File: src/rtl/core/ksf_div.sv
// ----------------------------------------------------------------------------
// Restoring divider
// Produces a short quotient of a wide dividend, one quotient bit per cycle.
// ----------------------------------------------------------------------------
`timescale 1ns / 1ps

module ksf_div #(
   parameter int unsigned NUM_BITS = 92,
   parameter int unsigned QUO_BITS = 17
) (
   input  logic                clock,
   input  logic                reset,
   input  logic                start,
   input  logic [NUM_BITS-1:0] num,
   input  logic [NUM_BITS-1:0] den,
   output logic                done,
   output logic [QUO_BITS-1:0] quo
);

   localparam int unsigned SHW = NUM_BITS + QUO_BITS;
   localparam int unsigned CW  = $clog2(QUO_BITS + 1);

   logic                run_ff, run_in;
   logic [CW-1:0]       cnt_ff, cnt_in;
   logic [NUM_BITS-1:0] rem_ff, rem_in;
   logic [SHW-1:0]      dsh_ff, dsh_in;
   logic [QUO_BITS-1:0] quo_ff, quo_in;
   logic                ge;

   assign ge   = SHW'(rem_ff) >= dsh_ff;
   assign done = run_ff && (cnt_ff == '0);
   assign quo  = quo_ff;

   always_comb begin
      run_in = run_ff;
      cnt_in = cnt_ff;
      rem_in = rem_ff;
      dsh_in = dsh_ff;
      quo_in = quo_ff;
      if (start) begin
         run_in = 1'b1;
         cnt_in = CW'(QUO_BITS);
         rem_in = num;
         dsh_in = SHW'(den) << (QUO_BITS - 1);
         quo_in = '0;
      end else if (done) begin
         run_in = 1'b0;
      end else if (run_ff) begin
         // trial subtract of the aligned divisor
         if (ge) begin
            rem_in = rem_ff - dsh_ff[NUM_BITS-1:0];
         end
         quo_in = {quo_ff[QUO_BITS-2:0], ge};
         dsh_in = dsh_ff >> 1;
         cnt_in = cnt_ff - CW'(1);
      end
   end

   always_ff @(posedge clock) begin
      if (reset) begin
         run_ff <= 1'b0;
      end else begin
         run_ff <= run_in;
      end
   end

   always_ff @(posedge clock) begin
      cnt_ff <= cnt_in;
      rem_ff <= rem_in;
      dsh_ff <= dsh_in;
      quo_ff <= quo_in;
   end

endmodule

File: config.mk
export PLATFORM = sky130hd
export DESIGN_NAME = ksf_div
export DESIGN_NICKNAME = d
export VERILOG_FILES = /design/src/rtl/core/ksf_div.sv
export SDC_FILE = /design/constraint.sdc
export NUM_CORES = 1
export LEC_CHECK = 0
export ABC_AREA = 1
export ABC_CLOCK_PERIOD_IN_PS = 4800
export BUFFER_PORTS_ARGS = -buffer_cell sky130_fd_sc_hd__buf_2
export CAP_MARGIN = 20
export CORE_MARGIN = 2
export CORE_UTILIZATION = 55
export CTS_CLUSTER_DIAMETER = 80
export DETAILED_ROUTE_END_ITERATION = 8
export PLACE_DENSITY_LB_ADDON = 0.1
export SYNTH_ARGS = -nofsm -noshare
export SYNTH_HDL_FRONTEND = slang
export SYNTH_SLANG_ARGS = --single-unit
File: constraint.sdc
create_clock -name clock -period 4.8 [get_ports clock]
set_clock_uncertainty 0.2 [all_clocks]
set_input_delay 0.96 -clock clock [delete_from_list [all_inputs] [get_ports clock]]
set_output_delay 0.96 -clock clock [all_outputs]
set_load 0.05 [all_outputs]
Word-level counts from Yosys, hierarchy flattened
Index checks and enable logic that the tools add are counted.
- output and inout port bits: 18
- register bits after elaboration: 223
- multiplexer cells: 9
- reduce and logical (&&, ||, !) cells: 8
- add/subtract/negate cells: 2
- $lt $le $gt $ge: 1
- eq/ne operators: 1
- bitwise logic cells: 1
- operator list (cell ; number):
    $mux W92 ; 4
    $mux W108 ; 3
    $ge A92 B108 Y1 ; 1
    $sub A92 B92 Y92 ; 1
    $reduce_bool A2 Y1 ; 3
    $logic_not A5 Y1 ; 1
    $sub A5 B1 Y5 const B ; 1
    $reduce_and A2 Y1 ; 2
    $reduce_and A3 Y1 ; 1
    $mux W1 ; 2
    $ne A2 B2 Y1 const B ; 1
    $logic_and A1 B1 Y1 ; 1
    $not A1 Y1 ; 1

Logic depth before layout (Yosys ltp)
- word-level depth: 5
- mapped depth: 17

Worst setup path before layout
OpenSTA, ideal clock, no wires.
- path kind: register to register
- from: reg rem_ff[0]
- to: reg rem_ff[0], enable pin
- clock period less this slack: 4413 ps
- data arrival time: 3759 ps
- cell stages (with the launch flop): 17
- buffers on the path: 0
- slack: 387 ps
- path through: edfxtp_1 -> inv_1 -> ha_1 -> fa_1 -> inv_1 -> nand2_1 -> nand2_1 -> nand3_1 -> nand2_1 -> nand2_1 -> nand2_2 -> nand2_1 -> nand3_2 -> nand2_2 -> nand3b_2 -> nand2_1 -> nand2_1
- longest elaborated chain between the ends: 3
- RTL lines (element ; RTL line ; RTL):
    from (decl) ; 25 ; logic [NUM_BITS-1:0] rem_ff, rem_in;
    from (signal assigned) ; 69 ; rem_ff <= rem_in;
    $ge A92 B108 Y1 ; 30 ; assign ge = SHW'(rem_ff) >= dsh_ff;
    $reduce_bool A2 Y1 (no line) ; n/a ;
    $reduce_and A3 Y1 (no line) ; n/a ;
Every way passes these cells.
A chain may end at the register's enable or synchronous reset.

Worst setup path in the final report
- from: reg rem_ff[0]
- to: reg rem_ff[58], enable pin
The elaborated chain is that of the path after synthesis.

==> results by stage <==
Outcome:
- The flow ran to the end, and the final reports show no timing, DRC or antenna violations.

Final layout:
- The post-route non-filler standard cell count is roughly 3,700.
- Of the cells placed in the final design, the portion with a size suffix greater than 1 is 0.108.
- The area growth from synthesis to layout is 12.4%.
- At the end of the flow, the number of nets in the layout was roughly 3,500.
- The final antenna diode count is 0.
- The number of fillers in the final layout is ~3,100.
- The multi-input combinational cells in the finished layout cover a total of approximately 0.010 mm².
- The finished cells cover between 0.02 and 0.025 mm².
- Summing all flip-flop and latch instances after layout gives 0.00631 mm².

Routing:
- After detailed routing, the average wire length per cell comes to around 18 µm.
- The detailed router's first-iteration violation count is between 2,000 and 2,500.
- The routed design has 65,700 µm of wire.
- The number of vias per cell after detailed routing is around 5.3.
- The detail route stage leaves a number of antenna-violating nets equal to 0.
- The DRC violation count after routing is 0.
- The vias after detailed routing is just under 20,000.
- The first-pass iteration count of the detailed router is 6.

Placed design:
- After legalization and detailed placement, the total HPWL measured ~52,000 µm.
- Once placement finished, the instance area stood at 0.0204 mm².
- The number of placed cells counting well taps is 3,646.
- During placement, the flow inserted port buffers numbering 204.
- The congestion estimate from routability-driven global placement came to around 1.0.

Synth:
- By area the synthesized netlist is led by edfxtp_1 29%, nand2_1 25%, inv_1 12%, ha_1 6.1%, nor2_1 4.3%.
- Synthesis handed over a netlist of 3,046 instances.
- edfxtp_1 takes more of the synthesized area than any other cell.
- The area of the mapped netlist is approximately 0.019 mm².
- The register area share after synthesis is 0.333.
- The flip-flop and latch count after synthesis is ~220.
- Yosys instantiated no cell more often than nand2_1.
- Ranked by instance count, the synthesized netlist is headed by 1,266 x nand2_1, 619 x inv_1, 217 x nor2_1, 184 x edfxtp_1, 135 x nand3_1.
- The share of synthesized registers carrying an async set or reset is 0.
- The proportion of netlist area held by the largest area contributor is 0.292.
- The number of synthesis warnings is 0.
- The average cell area after synthesis is just over 6 µm².
- The number of unique standard cell types used by synthesis is 41.
- The most used flip-flop cell after synthesis is edfxtp_1.
- The number of flops mapped to enable cells by yosys is 184.
- The post-synth net total is between 3,000 and 4,000.

Timing:
- The normalized max-slew margin is 0.356.
- Setup total negative slack on the finished layout was measured at 0 ps.
- The fraction of the cycle the final worst path needs is 0.772.
- The routed design could run at a clock period as short as about 3700 ps.
- The worst-margin pin slew is 966 ps.
- The number of endpoints with negative hold slack in the final report was 0.
- Timing would allow up to between 200 and 300 MHz.
- The final count of pins violating max slew was 0.
- The total setup violations reported at the end of the flow is 0.
- Setup repair after global routing left no endpoint under its margin.

Clocking:
- The depth of the CTS H-tree is 1.
- Clock-pin slew was measured on the worst setup and hold paths at roughly 60 ps.
- TritonCTS built the clock tree.
- CTS placed an instance of clkbuf_16 at the clock tree root.
- The cts-stage hold buffer count is 0.
- The quantity of gates resized following cts is 0.
- The source-to-sink clock delay at the later pin of the worst-skew pair is 550 ps.
- The maximum buffer depth of the clock tree is 3.
- The total setup buffers inserted after CTS is 0.
- The tree built by TritonCTS fans out to roughly 220 sinks.
- The number of clock buffers added by TritonCTS is 26.

Setup path:
- The critical path is of the register to register type.
- For this run, the slowest stage of the critical path takes around 450 ps.
- Data on the critical path arrives at its endpoint at roughly 3700 ps.
- The top fanout value on the critical path is 27.
- STA classifies the critical path endpoint as a register.
- STA classifies the critical path startpoint as a register.
- The slowest library cell on the worst path is buf_4.
- At the worst endpoint, the required time is ~4800 ps.
- The critical path goes through inv_1 > ha_1 > fa_1 > inv_1 > nand2_1 > nand2_1 > nand3_1 > nand2_1 > nand2_1 > nand2_2 > nand2_1 > nand3_2 > nand2_2 > nand3b_2 > nand2_1 > nand2_4 > buf_4.
- The register-to-register setup slack is ~1100 ps.
- The cell that appears most often on the critical path is nand2_1.

GRT:
- Global routing finished with a remaining overflow of 0.
- The global-route total usage across every layer is 0.362.
- The number of global-route vias before repair is 18,400.
- The first global-routing pass estimated 100,000 µm of wire.
- The maximum number of pins on one net before global-route repair is 163.
- The number of antenna violations at the first check in global routing came to 0.

Run:
- Max-cap violations in this run came to 0.

Floorplanning:
- The core region is 0.0337 mm².
- In this run the horizontal extent of the chip is 190 µm.
- The number of core rows is between 60 and 70.
- The effective utilization at floorplan is 0.562.
- The top-level I/O count is 205.
- In this run the vertical extent of the chip is about 190 µm.
- The die covers 0.0359 mm².

Pwr:
- The worst ir drop on vdd is around 0.00034 V.
- The power density of the placed cells is approximately 370 mW/mm².
- The standby leakage power is roughly 0.012 µW.

Min path:
- The min-delay analysis places its worst path in the category register to register.
==> through the flow <==
stage                     total power (µW)  setup WS, ps  hold WS, ps  utilization
after global placement                5680          1280          247        0.605
after detailed placement              5750          1160          255        0.605
final                                 7900          1100          264        0.632
after global routing                  8360           852          314        0.632
after floorplan                       4750           387          239            -
after CTS                             7830          1140          263        0.632
==> cell type report <==
| type | instances | share of cell area |
|---|---|---|
| flip-flops and latches | 223 | 0.296 |
| clock inverters | 13 | 0.00435 |
| inverters | 629 | 0.111 |
| multi-input cells | 2133 | 0.471 |
| well taps | 448 | 0.0263 |
| clock buffers | 35 | 0.0381 |
| repair buffers | 213 | 0.0533 |
==> state kept, by name, summed over array words and instances, names as in the netlist <==
signal / flops
cnt_ff: 5
dsh_ff: 108
quo: 17
rem_ff: 92
run_ff: 1
==> cells in the final DEF, fill, tap and decap left out, drive strengths merged <==
master	instances
nor4	3
inv	629
fa	1
edfxtp	184
o21ai	135
ha	93
nand3b	9
and2	15
bufinv	1
clkinv	12
or2	20
buf	212
clkbuf	36
dfxtp	39
nand3	149
a21oi	76
o31ai	27
o21bai	14
and3	1
nor3b	2
xnor2	26
xor2	6
nand4	14
nor2	249
nor3	13
nand2	1280
==> critical path: cells and delay by family (launching register included) <==
family        cells  cell delay [ps]
flops             1              330
simple gates     12             1600
fa+ha+maj         2              580
buf+inv           3              620
==> final timing paths <==
kind / from / to / cells after the start
min reg2reg: cnt_ff[4] / cnt_ff[4] / 2
max reg2reg: rem_ff[0] / rem_ff[58] / 17
min: cnt_ff[4] / cnt_ff[4] / 2
max: rem_ff[0] / rem_ff[58] / 17
==> per-layer routing <==
layer	GRT usage	routed length, µm	up-vias
met2	0.599	29900	967
li1	-	-	9655
met1	0.507	28600	8797
met3	0.0454	5520	83
met4	0.0829	1690	0
met5	0	0	-
==> report_power, final <==
group	switching, µW	internal (µW)	leakage (µW)
sequential	92.8	2380	0.00220
combinational	2330	1040	0.00899
clock	826	1240	0.000454
==> logic make-up after synthesis <==
family / count (synthesis) / share of synthesized area
flops: 223 / 0.333
fa+ha+maj: 94 / 0.0625
xor+xnor: 32 / 0.0148
buf+inv: 690 / 0.138
compound gates: 252 / 0.0722
simple gates: 1755 / 0.379
Note: power is estimated with default switching activity, not from simulation.
