`config.mk`:
```
export PLATFORM = sky130hd
export DESIGN_NAME = ksf_mul
export DESIGN_NICKNAME = d
export VERILOG_FILES = /design/src/rtl/core/ksf_mul.sv
export SDC_FILE = /design/constraint.sdc
export NUM_CORES = 1
export LEC_CHECK = 0
export BUFFER_PORTS_ARGS = -buffer_cell sky130_fd_sc_hd__buf_2
export CORE_MARGIN = 8
export CORE_UTILIZATION = 35
export DETAILED_ROUTE_END_ITERATION = 12
export GPL_TIMING_DRIVEN = 0
export MAX_ROUTING_LAYER = met4
export PLACE_DENSITY = 0.66
export RECOVER_POWER = 100
export SLEW_MARGIN = 20
export SYNTH_ARGS = -nofsm -noshare
export SYNTH_HDL_FRONTEND = slang
export SYNTH_SLANG_ARGS = --single-unit
```
`constraint.sdc`:
```
create_clock -name clock -period 4.55 [get_ports clock]
set_input_delay 0.2275 -clock clock [delete_from_list [all_inputs] [get_ports clock]]
set_output_delay 0.2275 -clock clock [all_outputs]
set_load 0.005 [all_outputs]
```
`src/rtl/core/ksf_mul.sv`:
```
// ----------------------------------------------------------------------------
// Shift-add multiplier
// Wide operand times narrow operand, one multiplier bit per cycle.
// ----------------------------------------------------------------------------
`timescale 1ns / 1ps

module ksf_mul #(
   parameter int unsigned A_BITS = 92,
   parameter int unsigned B_BITS = 24
) (
   input  logic              clock,
   input  logic              reset,
   input  logic              start,
   input  logic [A_BITS-1:0] a,
   input  logic [B_BITS-1:0] b,
   output logic              done,
   output logic [A_BITS-1:0] product
);

   logic              run_ff, run_in;
   logic [A_BITS-1:0] acc_ff, acc_in;
   logic [A_BITS-1:0] a_ff, a_in;
   logic [B_BITS-1:0] b_ff, b_in;

   // finished once the multiplier bits are used up
   assign done    = run_ff && (b_ff == '0);
   assign product = acc_ff;

   always_comb begin
      run_in = run_ff;
      acc_in = acc_ff;
      a_in   = a_ff;
      b_in   = b_ff;
      if (start) begin
         run_in = 1'b1;
         acc_in = '0;
         a_in   = a;
         b_in   = b;
      end else if (done) begin
         run_in = 1'b0;
      end else if (run_ff) begin
         if (b_ff[0]) begin
            acc_in = acc_ff + a_ff;
         end
         a_in = a_ff << 1;
         b_in = b_ff >> 1;
      end
   end

   always_ff @(posedge clock) begin
      if (reset) begin
         run_ff <= 1'b0;
      end else begin
         run_ff <= run_in;
      end
   end

   always_ff @(posedge clock) begin
      acc_ff <= acc_in;
      a_ff   <= a_in;
      b_ff   <= b_in;
   end

endmodule

```
Word level (Yosys, flattened, before mapping)
Cells that the tools add are included.

Register bits after elaboration: 209. Input bits: 119. Output and inout bits: 93.

Add/sub/neg operators: 1. Eq/ne operators: 1. Mux-type cells: 8. Bitwise operators: 1. Reductions and logical operators: 6.

Operator list (count): 2-to-1 mux 92 bit (3); adder 92 bit (1); 2-to-1 mux 24 bit (3); zero test 24 bit (1); nonzero test 2 bit (2); AND reduction 3 bit (1); 2-to-1 mux 1 bit (2); != test 2 bit, second input constant (1); AND reduction 2 bit (1); logical AND 1 bit (1); inverter 1 bit (1).

Longest topological paths before layout
Gate-level depths: netlist of the first run.

Depth after elaboration: 4. Mapped depth: 14.

Least setup slack after synthesis of the first run
Ideal clock, no wire load.

Kind: reg-to-reg. Start: reg b_ff[5]. End: reg a_ff[0], enable pin. Data arrival time: 2970 ps. Required time: 3519 ps. Slack: 549 ps. Stages on the path, launching flop included: 5. Buffers on the path: 0. Period minus slack after synthesis: 4001 ps. Path through: edfxtp_1 > nor4_1 > nand4_1 > o21ai_0 > nand2_1.

Longest elaborated chain between the ends: 4.

Ends and longest elaborated chain: start, declared (RTL line 23) `logic [B_BITS-1:0] b_ff, b_in;`; start signal, assigned (RTL line 61) `b_ff <= b_in;`; zero test 24 bit (RTL line 26) `assign done = run_ff && (b_ff == '0);`; logical AND 1 bit (RTL line 26); != test 2 bit (no source line); AND reduction 2 bit (no source line); end signal, assigned (RTL line 60) `a_ff <= a_in;`; end, declared (RTL line 22) `logic [A_BITS-1:0] a_ff, a_in;`.

Every way passes these cells. A chain may end at the register's enable or synchronous reset.

Final worst setup path of the first run
Start: reg a_ff[20]. End: reg acc_ff[91], in the netlist product[91].

Longest elaborated chain between the ends: 1.

Ends and longest elaborated chain: adder 92 bit (RTL line 43) `acc_in = acc_ff + a_ff;`; end signal, assigned (RTL line 59) `acc_ff <= acc_in;`; end, declared (RTL line 21) `logic [A_BITS-1:0] acc_ff, acc_in;`.

Every way passes these cells.

==> metrics.yaml, run 1 <==
synthesis:
  synth_edf_count: 116
  synth-seq-cells: 209
  ys_seq_area_frac: 0.399
  synthArstFlopShare: 0
  syn-num-nets: 1668
  synth_flop_cell: "edfxtp_1"
  synth_area_um2: 13400
  ys_types: 69
  yosysWarnings: 0
  netlist_instances: 1457
  synth_area_per_cell_um2: 9.18
finish:
  mostFrequentLayoutCell: "nand2_1"
  fin_area_um2: 16900
  layout_common_cells: "nand2_1, a21oi_1, clkbuf_1, buf_2, edfxtp_1"
  diodes: 0
  area.growth.synth_to_final_pct: 26.6
  drive_gt1_frac: 0.167
  nets: 2023
setup_path:
  reg2regPathDepth: 14
  endpoint_kind: "register"
  startpoint: "a_ff[20]$_DFFE_PP_"
  crit_end: "product[91]$_SDFFE_PP0P_"
  critPathLaunchType: "register"
  timing.rr.end: "product[91]$_SDFFE_PP0P_"
  reg2reg_slack_ns: 0.25
  worst_r2r_startpoint: "a_ff[20]$_DFFE_PP_"
  cp_data_arrival_time_ns: 4.74
  critPathKind: "register to register"
  crit_required_ns: 4.99
  crit_fanout: 8
sta:
  final.setup.tns_ns: 0
  period_share: 0.945
  relSlewSlack: 0.119
  period_needed_ns: 4.30
  setup_viol: 0
  worst_pin_slew_ns: 1.32
  drv_slew: 0
  max_freq_ghz: 0.232
  clock_skew_ns: 0.0117
  hold_viol_final: 0
  rsz0062_at_grt: "no"
placed_design:
  hpwl_mm: 32.6
  placed_area_um2: 15100
  gp_congestion: 0.907
  port_buffers: 211
floorplan:
  start_util: 0.355
  core-area_um2: 37700
  io_pins: 212
  die_w_um: 212
  dieArea_um2: 44700
  rows: 71
  die_h_um: 212
power_and_ir_drop:
  p_int_mw: 4.09
  seqPwrFrac: 0.393
  swShare: 0.317
  power_density_nw_per_um2: 353
  clkPwrFrac: 0.341
  power_switching_mw: 1.90
  peakVddDrop_mv: 0.354
  combPwrFrac: 0.265
  p_leak_nw: 6.67
global_route:
  grt_start_max_net_pins: 50
  antenna_found_initial: 2
  grt-ovfl-total: 0
  grt_pass1_vias: 12358
  grt_pass1_wl_mm: 67.3
  grt_use_total: 0.191
clock_tree:
  clkLatencyLatePin_ns: 0.55
  root_buffer: "clkbuf_16"
  numCtsBuffers: 25
  ctsHtreeMaxLevel: 1
  cts_hold_buf: 115
  cts.sinks: 209
  cts_resized: 0
  clk_pin_slew_ns: 0.06
  post_cts_buffers: 0
  clock_path_buffers: 3
  cts_tree: "built"
detailed_routing:
  ant_nets: 0
  firstDrtPassIters: 5
  first_iter_violations: 684
  routed_wl_mm: 42.9
  vias: 12206
  wl_per_cell_um: 18.3
  drcViolationCount: 0
  viasPerCell: 5.21
job:
  drv_cap: 0
worst_hold_path:
  hp-start: "b[15]"
  hp-class: "primary input to register"
status:
  status: "finished, final reports clean"
## logic make-up (layout without fill, tap and decap cells)
group / count (synthesis) / in the layout / synth area share
buffers and inverters: 96 / 470 / 0.0281
AOI/OAI and AO/OA: 423 / 423 / 0.188
adders and majority gates: 92 / 92 / 0.0866
xor gates and xnor gates: 76 / 76 / 0.0497
and+or+nand+nor: 444 / 444 / 0.150
muxes: 117 / 117 / 0.0983
DFF: 209 / 209 / 0.399
## per-stage QoR
stage / cells / power (mW) / util / worst slack [ns] / hold slack (ns)
2_1_floorplan: 1457 / 3.43 / - / 0.549 / 0.297
3_3_place_gp: 2179 / 3.89 / 0.400 / -1.67 / 0.401
3_5_place_dp: 2181 / 3.91 / 0.402 / 0.288 / 0.396
4_1_cts: 2342 / 6.06 / 0.454 / 0.269 / 0.00299
5_1_grt: 2342 / 6.30 / 0.450 / 0.0225 / 0.00114
6_report: 2342 / 5.98 / 0.450 / 0.249 / 0.0141
## registers in the layout (all words and copies together) (netlist names)
signal / cells
a_ff: 92
b_ff: 24
product: 92
run_ff: 1
## routing by layer
metal	GRT usage	routed length [µm]
met2	0.310	20000
met5	-	0
met3	0.0405	2760
met4	0.0441	1010
met1	0.242	19200
## worst min-delay path by stage
stage,slack (ns),to,depth (start not counted)
2_1_floorplan,0.30,run_ff$_SDFFE_PP0P_,1
3_3_place_gp,0.40,run_ff$_SDFFE_PP0P_,2
5_1_grt,0.001,b_ff[15]$_DFFE_PP_,2
4_1_cts,0.003,a_ff[40]$_DFFE_PP_,2
3_5_place_dp,0.40,run_ff$_SDFFE_PP0P_,2
6_report,0.01,b_ff[15]$_DFFE_PP_,2
## critical path, cell delays in order (launching register included)
cell and delay [ns]:
edfxtp_1 0.40, ha_1 0.29, clkbuf_2 0.20, nand2_1 0.06
o21ai_0 0.43, o21ai_1 0.27, nor4_1 0.31, a22oi_1 0.18
a21oi_1 0.35, o21ai_1 0.21, a311oi_4 0.38, o221ai_2 0.21
or4_1 0.49, nand3_1 0.09, mux2_2 0.33
## Yosys cell counts (3+ instances only)
| cell type | instances | area share |
|---|---|---|
| o31a_1 | 4 | 0.0026 |
| and2_1 | 6 | 0.0028 |
| and4_1 | 4 | 0.0026 |
| nand2_1 | 242 | 0.068 |
| o31ai_1 | 3 | 0.0017 |
| dfxtp_1 | 93 | 0.14 |
| o21a_1 | 15 | 0.0084 |
| ha_1 | 91 | 0.085 |
| inv_1 | 25 | 0.0070 |
| nand4_1 | 34 | 0.016 |
| clkbuf_1 | 50 | 0.014 |
| a211oi_1 | 9 | 0.0050 |
| nor2b_1 | 8 | 0.0037 |
| nor2_1 | 63 | 0.018 |
| or3_1 | 11 | 0.0051 |
| edfxtp_1 | 116 | 0.26 |
| xnor2_1 | 52 | 0.034 |
| a21o_1 | 31 | 0.017 |
| buf_2 | 10 | 0.0037 |
| nor4_1 | 14 | 0.0065 |
| and3_1 | 8 | 0.0037 |
| nand3_1 | 17 | 0.0064 |
| buf_1 | 9 | 0.0025 |
| nor3_1 | 18 | 0.0067 |
| o211ai_1 | 5 | 0.0028 |
| o21bai_1 | 20 | 0.011 |
| a31oi_1 | 12 | 0.0056 |
| or2_2 | 4 | 0.0019 |
| or4_1 | 5 | 0.0028 |
| o21ai_1 | 7 | 0.0026 |
| a21oi_1 | 211 | 0.079 |
| o21ai_0 | 76 | 0.028 |
| mux2_2 | 115 | 0.097 |
| xor2_1 | 24 | 0.016 |
## layout make-up
class | instances | area [µm²]
tap | 511 | 639
timing repair buffer | 328 | 2110
inverter | 25 | 93.8
multi-input combinational | 1152 | 7660
clock inverter | 15 | 156
clock buffer | 31 | 668
buffer | 71 | 280
fill | 3755 | 20700
sequential | 209 | 5350
## power groups by stage
stage | combinational (mW) | clock [mW] | sequential [mW]
6_report | 1.59 | 2.04 | 2.35
5_1_grt | 1.77 | 2.16 | 2.38
4_1_cts | 1.61 | 2.10 | 2.35
3_5_place_dp | 1.52 | 0 | 2.39
3_3_place_gp | 1.49 | 0 | 2.40
2_1_floorplan | 1.08 | 0 | 2.35
Note: power is estimated with default switching activity, not from simulation.
==> inputs of run 2 (changes only) <==
--- a/config.mk
+++ b/config.mk
@@ -13,6 +13,7 @@
 export MAX_ROUTING_LAYER = met4
 export PLACE_DENSITY = 0.66
 export RECOVER_POWER = 100
+export REMOVE_ABC_BUFFERS = 1
 export SLEW_MARGIN = 20
 export SYNTH_ARGS = -nofsm -noshare
 export SYNTH_HDL_FRONTEND = slang
==> run 2 against run 1 <==
The flow now finishes with violations (capacitance limit, slew limit). Die area did not move. Critical path depth fell by 1. Fmax rose by 2.7%. Global-route usage fell by 1.2 points. Clock skew rose by 0.0056 ns. Register-to-register slack improved by 0.11 ns. Combinational power barely moved. Via count fell by 2.7%. Total power fell by 1.3%. Non-clock buffer count fell by 78.
==> metrics.yaml, run 2 (synthesized netlist as in run 1, its figures left out) <==
detailed_routing:
  wl_per_cell_um: 17.6
  vias: 11871
  viasPerCell: 5.24
  ant_nets: 0
  drcViolationCount: 0
  firstDrtPassIters: 6
  first_iter_violations: 634
  routed_wl_mm: 39.8
placed_design:
  dpl.cell_count: 2114
  gp_congestion: 0.900
  hpwl_mm: 29.1
  port_buffers: 211
status:
  failed_checks: "capacitance limit, slew limit"
  status: "finished, violations left"
clock_tree:
  root_buffer: "clkbuf_16"
  cts_resized: 0
  cts.sinks: 209
  post_cts_buffers: 0
  cts_tree: "built"
  clkLatencyLatePin_ns: 0.54
  numCtsBuffers: 26
  clock_path_buffers: 3
  clk_pin_slew_ns: 0.06
  ctsHtreeMaxLevel: 1
power_and_ir_drop:
  p_leak_nw: 6.60
  power_mw: 5.90
  peakVddDrop_mv: 0.246
  power_density_nw_per_um2: 354
job:
  drv_cap: 2
setup_path:
  critPathKind: "register to register"
  crit_end: "product[91]$_SDFFE_PP0P_"
  cp_data_arrival_time_ns: 4.61
  endpoint_kind: "register"
  crit_required_ns: 4.97
  startpoint: "a_ff[55]$_DFFE_PP_"
  critPathLaunchType: "register"
  timing.rr.end: "product[91]$_SDFFE_PP0P_"
  crit_fanout: 6
  reg2regPathDepth: 13
  reg2reg_slack_ns: 0.36
  worst_r2r_startpoint: "a_ff[55]$_DFFE_PP_"
floorplan:
  die_w_um: 212
  start_util: 0.355
  io_pins: 212
  die_h_um: 212
  dieArea_um2: 44700
  core-area_um2: 37700
  rows: 71
global_route:
  antenna_found_initial: 1
  grt_start_max_net_pins: 98
  grt_pass1_wl_mm: 63.6
  grt_pass1_vias: 12088
  grt_use_total: 0.179
  grt-ovfl-total: 0
sta:
  setup_viol: 0
  period_share: 0.920
  drv_slew: 85
  final.setup.tns_ns: 0
  relSlewSlack: -0.475
  max_freq_ghz: 0.239
  clock_skew_ns: 0.0173
  worst_pin_slew_ns: 2.21
  hold_viol_final: 0
  period_needed_ns: 4.19
  rsz0062_at_grt: "no"
finish:
  drive_gt1_frac: 0.174
  area.growth.synth_to_final_pct: 24.7
  nets: 1946
  mostFrequentLayoutCell: "nand2_1"
  finalNonFillerCells: 2266
  layout_common_cells: "nand2_1, a21oi_1, buf_2, edfxtp_1, mux2_2"
worst_hold_path:
  hp-class: "primary input to register"
[run 2: cell types whose count changed in the layout (fill, tap and decap cells not counted), moves of 3 or more]
cell / before / now
clkinv_2: 7 / 3
bufinv_16: 3 / 0
buf_1: 5 / 1
clkinv_1: 2 / 6
clkbuf_2: 5 / 1
buf_16: 0 / 3
clkbuf_1: 147 / 83
dlygate4sd3_1: 115 / 104
clkbuf_8: 2 / 5
[run 2: worst max-delay path: stages, from the launching register on]
cell and delay [ns]:
edfxtp_1 0.42, ha_1 0.42, nand4_1 0.21, nor3_1 0.38
nand2_1 0.16, nor4_1 0.28, a22oi_1 0.20, a21oi_1 0.31
o21ai_1 0.18, a311oi_4 0.38, o221ai_2 0.22, or4_1 0.49
nand3_1 0.09, mux2_2 0.33
[run 2: per-layer routing]
layer,part of all wire,vias up,global-route usage,wire (µm)
met5,0,-,-,0
li1,-,5912,-,-
met4,0.032,0,0.0575,1260
met3,0.059,67,0.0356,2350
met1,0.44,5612,0.219,17500
met2,0.47,280,0.292,18700
[run 2: worst min-delay path by stage]
stage / start / to / cells past startpoint
2_1_floorplan: start / product[0]$_SDFFE_PP0P_ / 1
3_5_place_dp: reset / run_ff$_SDFFE_PP0P_ / 2
6_report: a[57] / a_ff[57]$_DFFE_PP_ / 2
3_3_place_gp: reset / run_ff$_SDFFE_PP0P_ / 2
5_1_grt: a[75] / a_ff[75]$_DFFE_PP_ / 2
4_1_cts: a[56] / a_ff[56]$_DFFE_PP_ / 2
[run 2: report_power, final]
| part | leakage (nW) | switching (mW) | internal (mW) |
|---|---|---|---|
| Clock | 0.407 | 0.840 | 1.16 |
| Combinational | 4.26 | 0.894 | 0.668 |
| Sequential | 1.93 | 0.131 | 2.21 |
| Total | 6.60 | 1.87 | 4.04 |
[run 2: per-stage QoR]
| step | util | setup slack, ns | hold WS, ns | cell area, µm² |
|---|---|---|---|---|
| 6_report | 0.443 | 0.362 | 0.0307 | 16700 |
| 5_1_grt | 0.443 | 0.0510 | 0.00828 | 16700 |
| 4_1_cts | 0.447 | 0.364 | 0.000690 | 16800 |
| 3_5_place_dp | 0.398 | 0.392 | 0.396 | 15000 |
| 3_3_place_gp | 0.393 | -5.34 | 0.383 | 14800 |
| 2_1_floorplan | - | 0.549 | 0.297 | 13100 |
[run 2: final cells by class]
type | count | area [µm²]
clock inverters | 12 | 63.8
flip-flops and latches | 209 | 5350
clock buffers | 35 | 756
repair buffers | 321 | 2120
well taps | 511 | 639
fillers | 3683 | 21000
multi-input cells | 1152 | 7670
inverters | 25 | 93.8
diodes | 1 | 2.50
[run 2: timing repair]
| action | in CTS | in global routing |
|---|---|---|
| endpoints found under the setup margin | 0 | 0 |
| hold buffers | 104 | 0 |
| hold endpoints to repair | 104 | 0 |
==> inputs of run 3 (changes only) <==
--- a/config.mk
+++ b/config.mk
@@ -6,6 +6,7 @@
 export NUM_CORES = 1
 export LEC_CHECK = 0
 export BUFFER_PORTS_ARGS = -buffer_cell sky130_fd_sc_hd__buf_2
+export CORE_ASPECT_RATIO = 1.75
 export CORE_MARGIN = 8
 export CORE_UTILIZATION = 35
 export DETAILED_ROUTE_END_ITERATION = 12
==> run 3 against run 2 <==
The run still ends with capacitance limit, slew limit left. Critical endpoint unchanged. Setup slack lost 0.19 ns. Wire length up 8.0%. Fmax decreased by 4.3%.
==> metrics.yaml, run 3 (synthesized netlist as in run 1, its figures left out) <==
sta:
  period_needed_ns: 4.37
  period_share: 0.961
  relSlewSlack: -0.606
  worst_pin_slew_ns: 2.41
  drv_slew: 150
  max_freq_ghz: 0.229
  clock_skew_ns: 0.0105
  hold_viol_final: 0
  final.setup.tns_ns: 0
  setup_viol: 0
  rsz0062_at_grt: "no"
  worst_slack_ns: 0.176
finish:
  seq_area_um2: 5350
  mostFrequentLayoutCell: "nand2_1"
  nets: 1926
  area.growth.synth_to_final_pct: 22.4
  drive_gt1_frac: 0.171
  layout_common_cells: "nand2_1, a21oi_1, buf_2, edfxtp_1, mux2_2"
  fin_area_um2: 16400
  fillers: 3764
  multiInputGateArea_um2: 7660
  postLayoutCoreUtil: 0.431
placed_design:
  port_buffers: 211
  placed_area_um2: 14900
  gp_congestion: 0.916
  hpwl_mm: 32.5
  preCtsSetupSlack_ns: 0.220
clock_tree:
  clk_pin_slew_ns: 0.06
  root_buffer: "clkbuf_16"
  cts_tree: "built"
  cts.sinks: 209
  numCtsBuffers: 23
  cts_resized: 0
  clkLatencyLatePin_ns: 0.54
  post_cts_buffers: 0
  ctsHtreeMaxLevel: 1
  clock_path_buffers: 3
detailed_routing:
  viasPerCell: 5.34
  vias: 11847
  drcViolationCount: 0
  first_iter_violations: 582
  ant_nets: 0
  wl_per_cell_um: 19.4
  routed_wl_mm: 43.0
  firstDrtPassIters: 5
floorplan:
  die_h_um: 275
  io_pins: 212
  die_w_um: 164
  start_util: 0.352
  rows: 95
  core-area_um2: 38000
  dieArea_um2: 45000
global_route:
  grt_use_total: 0.190
  grt_pass1_wl_mm: 66.1
  grt-ovfl-total: 0
  grt_pass1_vias: 12365
  antenna_found_initial: 2
  grt_start_max_net_pins: 109
setup_path:
  slowest_stage: "a211oi_1"
  startpoint: "a_ff[2]$_DFFE_PP_"
  crit_required_ns: 4.98
  critPathKind: "register to register"
  reg2reg_slack_ns: 0.18
  crit_fanout: 4
  path_cells: "ha_1 -> nand3_1 -> a211oi_1 -> o21ai_0 -> nand2_1 -> a22oi_1 -> a21oi_1 -> o21ai_1 -> a311oi_4 -> o221ai_2 -> or4_1 -> nand3_1 -> mux2_2"
  cp.depth: 13
  cp_num_buf_inv: 0
  reg2regPathDepth: 13
  endpoint_kind: "register"
  critPathTopFamily: "compound AO/OA/AOI/OAI gates"
  crit_end: "product[91]$_SDFFE_PP0P_"
  critPathLaunchType: "register"
  critPathMostFrequentCell: "nand3_1"
  timing.rr.end: "product[91]$_SDFFE_PP0P_"
  cp_data_arrival_time_ns: 4.80
  worst_r2r_startpoint: "a_ff[2]$_DFFE_PP_"
  cpPeakStageDelay_ns: 0.51
power_and_ir_drop:
  p_leak_nw: 6.46
  power_mw: 5.82
  peakVddDrop_mv: 0.377
  power_density_nw_per_um2: 355
status:
  status: "finished, violations left"
  failed_checks: "capacitance limit, slew limit"
worst_hold_path:
  hp-class: "primary input to register"
  min_path_cells: 2
job:
  drv_cap: 2
run 3: layout make-up:
class                      instances  share of cell area
timing repair buffer             304               0.118
clock inverter                     8             0.00573
tap                              485              0.0370
sequential                       209               0.326
clock buffer                      33              0.0393
inverter                          25             0.00573
antenna                            2            0.000306
multi-input combinational       1152               0.468
run 3: report_power, final:
group          leakage [nW]  switching (mW)  internal [mW]
logic                  4.18           0.917          0.659
registers              1.93           0.135           2.21
clock network         0.357           0.800           1.09
run 3: worst min-delay path by stage:
stage                     startpoint                       to  slack, ns
after CTS                      a[68]       a_ff[68]$_DFFE_PP_     0.0004
after global routing           a[30]       a_ff[30]$_DFFE_PP_      0.006
final                          a[64]       a_ff[64]$_DFFE_PP_       0.01
after global placement         reset      run_ff$_SDFFE_PP0P_       0.39
after floorplan                start  product[0]$_SDFFE_PP0P_       0.30
after detailed placement       reset      run_ff$_SDFFE_PP0P_       0.40
run 3: metrics by stage:
stage	cells	hold slack, ns
after floorplan	1386	0.297
after global placement	2082	0.395
after detailed placement	2088	0.397
after CTS	2215	0.000420
after global routing	2218	0.00554
final	2218	0.0111
run 3: layer usage:
layer,part of all wire,vias up,global-route usage
met5,0,-,-
met4,0.033,0,0.0639
met3,0.060,82,0.0364
met2,0.55,317,0.367
met1,0.36,5588,0.185
li1,-,5860,-
run 3: what timing repair did:
action / CTS / global route
setup endpoints to repair: 0 / 0
endpoints found under the hold margin: 86 / 1
hold buffers: 86 / 1
